$ cat src/sv/scbm_pkg.sv
// Shared types, codes and constants for the sound cartridge bank mapper.
`timescale 1ns / 1ps
`default_nettype none

package scbm_pkg;

	localparam int BANK_BYTES = 8192;
	localparam int OFFSET_W   = 13;

	typedef enum logic [1:0] {
		OP_READ  = 2'd0,
		OP_PEEK  = 2'd1,
		OP_WRITE = 2'd2,
		OP_LOAD  = 2'd3
	} op_t;

	localparam logic [2:0] CART_PLAIN     = 3'd0;
	localparam logic [2:0] CART_EXTENDED  = 3'd1;
	localparam logic [2:0] CART_LOW_ONLY  = 3'd2;
	localparam logic [2:0] CART_HIGH_ONLY = 3'd3;
	localparam logic [2:0] CART_MIRRORED  = 3'd4;

	localparam logic [1:0] WIN_NONE   = 2'd0;
	localparam logic [1:0] WIN_COMPAT = 2'd1;
	localparam logic [1:0] WIN_PLUS   = 2'd2;

	localparam logic [1:0] ACC_NONE  = 2'd0;
	localparam logic [1:0] ACC_READ  = 2'd1;
	localparam logic [1:0] ACC_PEEK  = 2'd2;
	localparam logic [1:0] ACC_WRITE = 2'd3;

	localparam logic [15:0] FULL_BASE     = 16'h4000;
	localparam logic [15:0] MODE_ADDR     = 16'hbfff;
	localparam logic [15:0] BANK_REG_MASK = 16'h1800;
	localparam logic [15:0] BANK_REG_HIT  = 16'h1000;
	localparam logic [15:0] COMPAT_LO     = 16'h9800;
	localparam logic [15:0] COMPAT_HI     = 16'ha000;
	localparam logic [15:0] PLUS_LO       = 16'hb800;
	localparam logic [15:0] PLUS_HI       = 16'hc000;
	localparam logic [7:0]  LOW6_MASK     = 8'h3f;
	localparam logic [7:0]  PLUS_BIT      = 8'h80;
	localparam logic [7:0]  RAM2_BITS     = 8'h24;
	localparam logic [7:0]  MODE_EXT      = 8'h20;
	localparam logic [7:0]  ERASED_BYTE   = 8'hff;
	localparam logic [3:0]  MASK_FULL     = 4'hf;
	localparam logic [3:0]  MASK_MIRROR   = 4'h7;

	typedef struct packed {
		logic [1:0]  operation;
		logic [14:0] bus_address;
		logic [7:0]  write_data;
		logic [16:0] load_address;
	} cmd_t;

	typedef struct packed {
		logic [7:0] read_data;
		logic [1:0] sound_access;
		logic [7:0] sound_register;
		logic [7:0] sound_data;
		logic [1:0] sound_mode;
	} rsp_t;

	// Request to the bank memory
	typedef struct packed {
		logic       we;
		logic       re;
		logic [7:0] wdata;
	} mem_cmd_t;

	// Result fields known at decode; read data from the registered memory port joins them at the result register
	typedef struct packed {
		logic       use_mem;
		logic [7:0] rd_const;
		logic [1:0] sound_access;
		logic [7:0] sound_register;
		logic [7:0] sound_data;
		logic [1:0] sound_mode;
	} info_t;

	function automatic logic [3:0] bank_mask(input logic [2:0] cart_type);
		return (cart_type == CART_MIRRORED) ? MASK_MIRROR : MASK_FULL;
	endfunction

	function automatic logic [1:0] window_of(input logic [7:0] mode,
		input logic [7:0] bank2, input logic [7:0] bank3);
		logic [1:0] w;
		if ((mode & MODE_EXT) != 8'h00 && (bank3 & PLUS_BIT) != 8'h00)
			w = WIN_PLUS;
		else if ((mode & MODE_EXT) == 8'h00 && (bank2 & LOW6_MASK) == LOW6_MASK)
			w = WIN_COMPAT;
		else
			w = WIN_NONE;
		return w;
	endfunction

endpackage

`default_nettype wire

$ cat src/sv/scbm_ctrl.sv
// Mapper registers and access decode: bank, mode, RAM and window state.
`timescale 1ns / 1ps
`default_nettype none

module scbm_ctrl #(
	parameter int BANK_COUNT = 16
) (
	input  logic                                             clk,
	input  logic                                             arst_n,
	input  logic                                             cfg_we,
	input  logic [2:0]                                       cfg_data,
	input  logic                                             accept,
	input  scbm_pkg::cmd_t                                   cmd,
	output scbm_pkg::mem_cmd_t                               mem_cmd,
	output logic [$clog2(BANK_COUNT)+scbm_pkg::OFFSET_W-1:0] mem_addr,
	output scbm_pkg::info_t                                  info
);

	localparam int BW        = $clog2(BANK_COUNT);
	localparam int AW        = BW + scbm_pkg::OFFSET_W;
	localparam int MEM_BYTES = BANK_COUNT * scbm_pkg::BANK_BYTES;

	logic [2:0] cart_type_q;
	logic [7:0] mode_q;
	logic [7:0] bank_q [4];
	logic [3:0] ram_q;
	logic [3:0] mapped_q;
	logic [1:0] win_q;

	scbm_pkg::op_t op;
	logic [15:0]   full;
	logic [1:0]    page;
	logic          in_win;
	logic          is_rd;
	logic          is_mode_wr;
	logic          is_ram_wr;
	logic          is_bank_wr;
	logic          is_snd_wr;
	logic          page_on;
	logic [3:0]    mask;
	logic [3:0]    masked;
	logic [3:0]    bank_red;
	logic [3:0]    new_m;
	logic          new_mapped;
	logic [17:0]   load_red;
	logic [AW-1:0] item_addr;
	logic [7:0]    mode_nxt;
	logic [7:0]    bank2_nxt;
	logic [7:0]    bank3_nxt;
	logic [1:0]    win_nxt;

	always_comb begin
		op      = scbm_pkg::op_t'(cmd.operation);
		full    = 16'(cmd.bus_address) + scbm_pkg::FULL_BASE;
		page    = cmd.bus_address[14:13];
		page_on = mapped_q[page];
		in_win  = (win_q == scbm_pkg::WIN_COMPAT && full >= scbm_pkg::COMPAT_LO &&
				full < scbm_pkg::COMPAT_HI) ||
			(win_q == scbm_pkg::WIN_PLUS && full >= scbm_pkg::PLUS_LO &&
				full < scbm_pkg::PLUS_HI);

		is_rd      = (op == scbm_pkg::OP_READ) || (op == scbm_pkg::OP_PEEK);
		is_mode_wr = (op == scbm_pkg::OP_WRITE) && ((full | 16'h0001) == scbm_pkg::MODE_ADDR);
		is_ram_wr  = (op == scbm_pkg::OP_WRITE) && !is_mode_wr && ram_q[page];
		is_bank_wr = (op == scbm_pkg::OP_WRITE) && !is_mode_wr && !ram_q[page] &&
			((full & scbm_pkg::BANK_REG_MASK) == scbm_pkg::BANK_REG_HIT);
		is_snd_wr  = (op == scbm_pkg::OP_WRITE) && !is_mode_wr && !ram_q[page] &&
			!is_bank_wr && in_win;

		// Bank index: masked value is at most 15, below twice the bank count when BANK_COUNT is at least 8
		mask   = scbm_pkg::bank_mask(cart_type_q);
		masked = bank_q[page][3:0] & mask;
		if (int'(masked) >= BANK_COUNT)
			bank_red = masked - 4'(BANK_COUNT);
		else
			bank_red = masked;
		item_addr = {bank_red[BW-1:0], cmd.bus_address[scbm_pkg::OFFSET_W-1:0]};

		// Preload address: 17 bits, so below twice the memory size when BANK_COUNT is at least 8
		load_red = 18'(cmd.load_address);
		if (load_red >= 18'(MEM_BYTES))
			load_red = load_red - 18'(MEM_BYTES);

		new_m      = cmd.write_data[3:0] & mask;
		new_mapped = (new_m[3] && cart_type_q != scbm_pkg::CART_LOW_ONLY) ||
			(!new_m[3] && cart_type_q != scbm_pkg::CART_HIGH_ONLY);

		mode_nxt  = is_mode_wr ? cmd.write_data : mode_q;
		bank2_nxt = (is_bank_wr && page == 2'd2) ? cmd.write_data : bank_q[2];
		bank3_nxt = (is_bank_wr && page == 2'd3) ? cmd.write_data : bank_q[3];
		win_nxt   = (is_mode_wr || is_bank_wr) ?
			scbm_pkg::window_of(mode_nxt, bank2_nxt, bank3_nxt) : win_q;

		mem_cmd.re    = accept && is_rd && !in_win && page_on;
		mem_cmd.we    = accept && ((op == scbm_pkg::OP_LOAD) || (is_ram_wr && page_on));
		mem_cmd.wdata = cmd.write_data;
		mem_addr      = (op == scbm_pkg::OP_LOAD) ? load_red[AW-1:0] : item_addr;

		info.use_mem  = is_rd && !in_win && page_on;
		info.rd_const = (is_rd && !in_win && !page_on) ? scbm_pkg::ERASED_BYTE : 8'h00;
		if (is_rd && in_win)
			info.sound_access = (op == scbm_pkg::OP_READ) ?
				scbm_pkg::ACC_READ : scbm_pkg::ACC_PEEK;
		else if (is_snd_wr)
			info.sound_access = scbm_pkg::ACC_WRITE;
		else
			info.sound_access = scbm_pkg::ACC_NONE;
		info.sound_register = ((is_rd && in_win) || is_snd_wr) ? full[7:0] : 8'h00;
		info.sound_data     = is_snd_wr ? cmd.write_data : 8'h00;
		info.sound_mode     = win_nxt;
	end

	always_ff @(posedge clk or negedge arst_n) begin
		if (!arst_n) begin
			cart_type_q <= scbm_pkg::CART_PLAIN;
			mode_q      <= 8'h00;
			bank_q[0]   <= 8'd0;
			bank_q[1]   <= 8'd1;
			bank_q[2]   <= 8'd2;
			bank_q[3]   <= 8'd3;
			ram_q       <= 4'b0000;
			mapped_q    <= 4'b1111;
			win_q       <= scbm_pkg::WIN_NONE;
		end else if (cfg_we) begin
			// New type: reload its mode and mapping defaults
			cart_type_q <= cfg_data;
			mode_q      <= (cfg_data == scbm_pkg::CART_EXTENDED) ? scbm_pkg::MODE_EXT : 8'h00;
			mapped_q    <= (cfg_data == scbm_pkg::CART_HIGH_ONLY) ? 4'b0000 : 4'b1111;
		end else if (accept) begin
			mode_q <= mode_nxt;
			win_q  <= win_nxt;
			if (is_mode_wr) begin
				ram_q[0] <= cmd.write_data[4] | cmd.write_data[0];
				ram_q[1] <= cmd.write_data[4] | cmd.write_data[1];
				ram_q[2] <= cmd.write_data[4] |
					((cmd.write_data & scbm_pkg::RAM2_BITS) == scbm_pkg::RAM2_BITS);
				ram_q[3] <= cmd.write_data[4];
			end
			if (is_bank_wr) begin
				bank_q[page]   <= cmd.write_data;
				mapped_q[page] <= new_mapped;
			end
		end
	end

endmodule

`default_nettype wire

$ cat config.mk
export PLATFORM = sky130hd
export DESIGN_NAME = scbm_ctrl
export DESIGN_NICKNAME = d
export VERILOG_FILES = /design/src/sv/scbm_pkg.sv /design/src/sv/scbm_ctrl.sv
export SDC_FILE = /design/constraint.sdc
export NUM_CORES = 1
export LEC_CHECK = 0
export BUFFER_PORTS_ARGS = -buffer_cell sky130_fd_sc_hd__buf_4
export CAP_MARGIN = 20
export CELL_PAD_IN_SITES_DETAIL_PLACEMENT = 0
export CELL_PAD_IN_SITES_GLOBAL_PLACEMENT = 2
export CORE_MARGIN = 2
export CORE_UTILIZATION = 28
export DETAILED_ROUTE_END_ITERATION = 8
export PLACE_DENSITY = 0.89
export SYNTH_ARGS = -nofsm -noshare
export SYNTH_HDL_FRONTEND = slang
export SYNTH_SLANG_ARGS = --single-unit
$ cat constraint.sdc
create_clock -name clk -period 1.9 [get_ports clk]
set_input_delay 0.095 -clock clk [delete_from_list [all_inputs] [get_ports clk]]
set_output_delay 0.095 -clock clk [all_outputs]
set_load 0.005 [all_outputs]
; Word level (Yosys, flattened, before mapping)
; Index checks and enable logic that the tools add are counted.
[totals]
output_inout_bits = 56
ff_bits = 46
word_cells = 123
input_bits = 49
[classes]
n_bitwise = 7
mux = 34
n_lt_le_gt_ge = 8
n_eq_ne = 16
n_reduce_logical = 48
addsub = 1
[op_table]
columns = op, n
row1 = two-way mux 8 bit, 5
row2 = bitwise mux 32 bit, 1
row3 = ">= comparator 16 bit, second input constant", 2
row4 = "less-than comparator 16 bit, second input constant", 2
row5 = two-way mux 6 bit, 5
row6 = logical AND 1 bit, 28
row7 = two-way mux 4 bit, 7
row8 = two-way mux 17 bit, 1
row9 = "adder 15 x 15 -> 16 bit, second input constant", 1
row10 = binary-select mux 8 bit (select 2 bit), 1
row11 = demux 8 bit (select 2 bit), 1
row12 = "equality test 15 bit, second input constant", 1
row13 = "equality test 2 bit, second input constant", 7
row14 = two-way mux 2 bit, 5
row15 = AND 4 bit, 2
row16 = logical NOT 8 bit, 1
row17 = "equality test 6 bit, second input constant", 1
row18 = logical NOT 1 bit, 6
row19 = logical OR 1 bit, 6
row20 = "!= test 3 x 2 -> 1 bit, second input constant", 2
row21 = AND reduction 3 bit, 2
row22 = binary-select mux 1 bit (select 2 bit), 2
row23 = bitwise mux 4 bit, 1
row24 = "equality test 2 x 1 -> 1 bit, second input constant", 2
row25 = other kinds (15), 22

; Depth between registers and ports, before layout
[logic_depth]
word_depth = 14
mapped_depth = 7
ltp_nobuf = 5

; Worst setup path after synthesis
; OpenSTA, ideal clock, no wires.
[synth_path]
kind = register to register
from = register ram_q[2]
to = register bank_q[24] (netlist name)
arrival_ns = 1.598
required_ns = 1.775
setup_slack_ns = 0.177
setup_time_ns = 0.125
period_less_slack_ns = 1.723
n_path_buf = 0
stages_incl_launch_ff = 6
cell_sequence = dfrtp_1 > mux2_2 > mux2i_4 > nand3b_4 > nor4_4 > mux2_2
[synth_via]
elab_chain_len = 6
[synth_lines]
columns = element, line_no
row1 = from (decl), scbm_ctrl.sv:26  ; logic [3:0] ram_q;
row2 = from (signal assigned), scbm_ctrl.sv:135  ; ram_q[2] <= cmd.write_data[4] |
row3 = binary-select mux 1 bit (select 2 bit), scbm_ctrl.sv:65  ; is_bank_wr = (op == scbm_pkg::OP_WRITE) && !is_mode_wr && !ram_q[page] &&
row4 = two-way mux 1 bit (not written as such), scbm_ctrl.sv:65
row5 = logical NOT 1 bit, scbm_ctrl.sv:65
row6 = logical AND 1 bit (2 in series), scbm_ctrl.sv:65
row7 = AND reduction 3 bit (no source line), -
row8 = "to (signal, indexed assignment)", scbm_ctrl.sv:140  ; bank_q[page] <= cmd.write_data;
row9 = to (decl), scbm_ctrl.sv:25  ; logic [7:0] bank_q [4];
; No other way between the ends. The select of a mux whose other input is x is not followed.
; A chain may end at the register's enable or synchronous reset.

==> impl.org <==
** Setup path
- Origin of the worst setup path :: ram_q[2]$_DFFE_PN0P_
- For the worst flop-to-flop path, the logic depth is 7.
- In this run the critical register-to-register path is captured at bank_q[24]$_DFFE_PN0P_.
- The largest single stage delay on the critical path is around 0.38 ns.
- R2R Path Start :: ram_q[2]$_DFFE_PN0P_
- Sort of element at the end of the critical path :: output pin
- In this run the number of cells on the critical path is 7.
- Critical path type :: reg2out
- Required @ worst endpoint :: ~1.8 ns
- Category of the worst setup path launch point :: register
- Cell family with most CP delay :: multiplexers
- Maximum fanout along the worst path :: 5
- Data on the critical path arrives at its endpoint at 1.88 ns.
- The setup check on the worst reg-to-reg path leaves a slack of -0.02 ns.
- In this run the worst setup path terminates at info[5].
- Library cell contributing the largest single delay on the critical path :: sky130_fd_sc_hd__dfrtp_1
- Buf/Inv on CP :: 3
- Cell seen most often among critical-path stages :: sky130_fd_sc_hd__buf_6
- Walking the worst path, the cells encountered are mux2_4 -> mux2i_4 -> buf_6 -> and4_4 -> buf_6 -> and2_4 -> buf_6.

** Timing
- Final-report max-slew violation count :: 0
- Count of final setup violators :: 21
- Max_slew headroom :: a little under three fifths
- The clock arrives with 0.00505 ns of skew.
- Unrepaired setup endpoints after global routing :: yes
- Across all setup checks in the final design, the least slack found is -0.0730 ns.
- Minimum clock period :: 1.97 ns
- Hold Fails Final Rpt :: 0
- Final hold analysis gives a worst-case slack of 0.0141 ns.
- After layout, the worst path uses 104% of the clock period.
- Least-Margin Pin Slew :: ~0.64 ns
- For this run, the top clock speed supported by timing is around 510 MHz.

** Clock tree
- Count of H-tree levels built during CTS :: 2
- Total CTS buffers :: 5
- Maximum clock path buffer count :: 2
- Root buf cell :: sky130_fd_sc_hd__clkbuf_8
- CTS tree :: built
- CTS sink count :: 33
- Clock transition at path regs :: about 0.060 ns
- Clock latency reported for the late side of the worst-skew pair :: around 0.28 ns

** Placed design
- The congestion estimate from routability-driven global placement came to approximately 0.74.
- Buffers placed on the I/O ports in this run total 104.
- Once detailed placement completed, the half-perimeter wirelength came to ~5400 um.
- Cell area after placement :: 3180 sq um

** Route
- The first TritonRoute pass finished after 4 iterations.
- For this block, the via count after detailed routing is between 2000 and 2500.
- In the routed design, unresolved DRC markers number 0.
- Drt initial violations :: between 80 and 90
- In the routed layout, each cell is associated on average with a via count of a little under 5.
- Number of routed nets with antenna violations :: 0
- The routed design has between 6000 and 7000 um of wire.
- Routed wirelength normalized by instance count :: 15.9 um

** Final layout
- Once layout is complete, the utilization of the core stands at 43.1%.
- The filler cells instantiated in the layout total 791.
- Area occupied by multi-input gates :: 1430 sq um
- Area growth from synthesis to final layout :: 51.2%
- Layout cell share with drive strength beyond 1 :: about two thirds
- Sequential standard cell area :: around 840 sq um
- After routing the design area is 3510 sq um.
- For this run, the post-layout net count is ~380.
- The repair_antennas step left the layout with diodes totalling 0.

** Power and ir drop
- VDD sags by at most roughly 0.37 mV.
- The analysis attributes to cell leakage a power of around 1.6 nW.
- Total power consumption of the routed design :: between 1.5 and 2 mW
- For this design the ratio of total power to cell area is ~490 nW/um^2.

** Logic synthesis
- sky130_fd_sc_hd__mux2_2 is the most common cell in the netlist.
- Post-Synthesis Cell Area :: 2320 sq um
- The largest total area in the synthesized netlist belongs to sky130_fd_sc_hd__dfrtp_1.
- Area share of the largest cell type after synthesis :: 27.0%
- Async set-or-reset flop fraction in the synthesized netlist :: 100%
- Summing the sequential cell areas from Yosys gives a little over a third of the chip area.
- Synth cell types :: 44
- After technology mapping, the gate count stands at about 220.
- For this run, the number of Yosys warnings is 0.
- Counting flops with a built-in enable in the synthesized netlist gives 0.
- Among all flip-flop cells after synthesis, the most frequent one is sky130_fd_sc_hd__dfrtp_1.
- The average instance in the mapped netlist occupies roughly 11 sq um.
- Cells taking the most area after synthesis :: sky130_fd_sc_hd__dfrtp_1 (27%), sky130_fd_sc_hd__mux2_2 (21%), sky130_fd_sc_hd__dfstp_2 (9.1%), sky130_fd_sc_hd__buf_4 (5.2%), sky130_fd_sc_hd__mux4_2 (4.9%)
- Post-synthesis net count :: between 200 and 300
- Flip-flop and latch count after synthesis :: 33
- Ranked by instance count, the synthesized netlist is headed by sky130_fd_sc_hd__mux2_2 (43), sky130_fd_sc_hd__dfrtp_1 (25), sky130_fd_sc_hd__buf_4 (16).

** Die
- The die is 95.0 um wide.
- between 100 and 150 I/O pins were placed.
- The core region is 8130 sq um.
- Initial standard-cell utilization of the core :: ~29%
- From bottom edge to top edge, the die measures 95.0 um.
- After floorplanning, the core was divided into 33 placement rows.
- Area of the die :: 9030 sq um

** Run
- Number of max-capacitance violations reported :: 0

** Global route
- Entering global routing, the biggest net connects 34 pins.
- Global routing used between 10% and 20% of the available tracks across all layers.
- The first global-routing pass estimated 10500 um of wire.
- The number of antenna violations at the first check in global routing is 0.
- The number of global-route vias before repair is between 2000 and 2500.
- The total overflow left after global routing is 0.

** Status
- The checks that failed: negative setup slack.
- The run finished, with violations left.

** Worst hold path
- In this run the worst hold path is classified as in2reg.
power by group:
part           internal, mW  switching, mW
Sequential            0.758         0.0277
Combinational         0.243          0.175
Clock                 0.260          0.241
Total                  1.26          0.444
routing by layer:
metal / GRT usage, % / part of all wire, %
met5: 0 / 0
met4: 4.47 / 0.91
met3: 3.79 / 9.0
met2: 28.0 / 51
met1: 17.7 / 40
timing repair:
action                     in CTS  in global routing
setup buffers                   5                  2
hold endpoints to repair       25                  0
gates resized for setup        36                 11
setup endpoints to repair      29                 36
hold buffers                    1                  0
pin swaps                      10                  2
gates cloned                    1                  0
registers in the layout, indices dropped and copies added, names as in the netlist:
register,flops
bank_q,19
mapped_q,4
ram_q,4
cart_type_q,3
win_q,2
mode_q,1
per-stage QoR:
step	TNS, ns	instances	setup WS [ns]
2_1_floorplan	0	219	0.177
3_3_place_gp	0	418	0.0633
3_5_place_dp	0	418	0.0330
4_1_cts	-0.889	433	-0.0761
5_1_grt	-2.64	435	-0.130
6_report	-0.845	435	-0.0730
how the worst min path moves through the flow:
stage,startpoint,endpoint,slack [ns],depth (start not counted)
after detailed placement,arst_n,bank_q[8]$_DFFE_PN0P_,0.06,1
after global placement,arst_n,bank_q[8]$_DFFE_PN0P_,0.06,1
after global routing,cfg_data[1],mode_q[5]$_DFFE_PN0N_,0.03,2
after CTS,cfg_data[1],mode_q[5]$_DFFE_PN0N_,0.0002,2
after floorplan,arst_n,bank_q[10]$_DFFE_PN0P_,-0.20,0
final,cfg_data[1],mode_q[5]$_DFFE_PN0N_,0.01,2
layout make-up:
type,instances,area share (%)
Clock buffer,8,2.28
Inverter,3,0.321
Multi-Input combinational cell,160,40.8
Sequential cell,33,23.8
Tap cell,105,3.74
Timing Repair Buffer,126,29.0
cell usage in the layout, fill, tap and decap left out, types with 2 or more instances in the layout:
master / count
sky130_fd_sc_hd__nand2b_1: 2
sky130_fd_sc_hd__nor3_2: 2
sky130_fd_sc_hd__o21ai_0: 3
sky130_fd_sc_hd__a21oi_1: 2
sky130_fd_sc_hd__nand3b_1: 4
sky130_fd_sc_hd__nor3_4: 2
sky130_fd_sc_hd__buf_4: 109
sky130_fd_sc_hd__nand3_1: 7
sky130_fd_sc_hd__mux4_2: 5
sky130_fd_sc_hd__inv_1: 3
sky130_fd_sc_hd__clkbuf_1: 3
sky130_fd_sc_hd__mux2_2: 38
sky130_fd_sc_hd__nor2_1: 11
sky130_fd_sc_hd__nor3_1: 6
sky130_fd_sc_hd__nand4_1: 4
sky130_fd_sc_hd__a21o_1: 2
sky130_fd_sc_hd__nand2_1: 13
sky130_fd_sc_hd__buf_6: 15
sky130_fd_sc_hd__and2_4: 8
sky130_fd_sc_hd__nor2_4: 3
sky130_fd_sc_hd__dfstp_2: 8
sky130_fd_sc_hd__dfrtp_1: 25
sky130_fd_sc_hd__clkbuf_8: 5
sky130_fd_sc_hd__mux2_4: 5
sky130_fd_sc_hd__o31ai_1: 3
sky130_fd_sc_hd__mux2i_1: 3
sky130_fd_sc_hd__nor2b_1: 11
logic make-up after synthesis:
logic type             synth area share, %
AND/OR/NAND/NOR                       22.6
XOR/XNOR                             0.377
multiplexers                          28.0
flip-flops                            36.0
AO/OA/AOI/OAI                         5.71
buffers and inverters                 7.33
No activity file was read; power rests on OpenSTA's default activity.
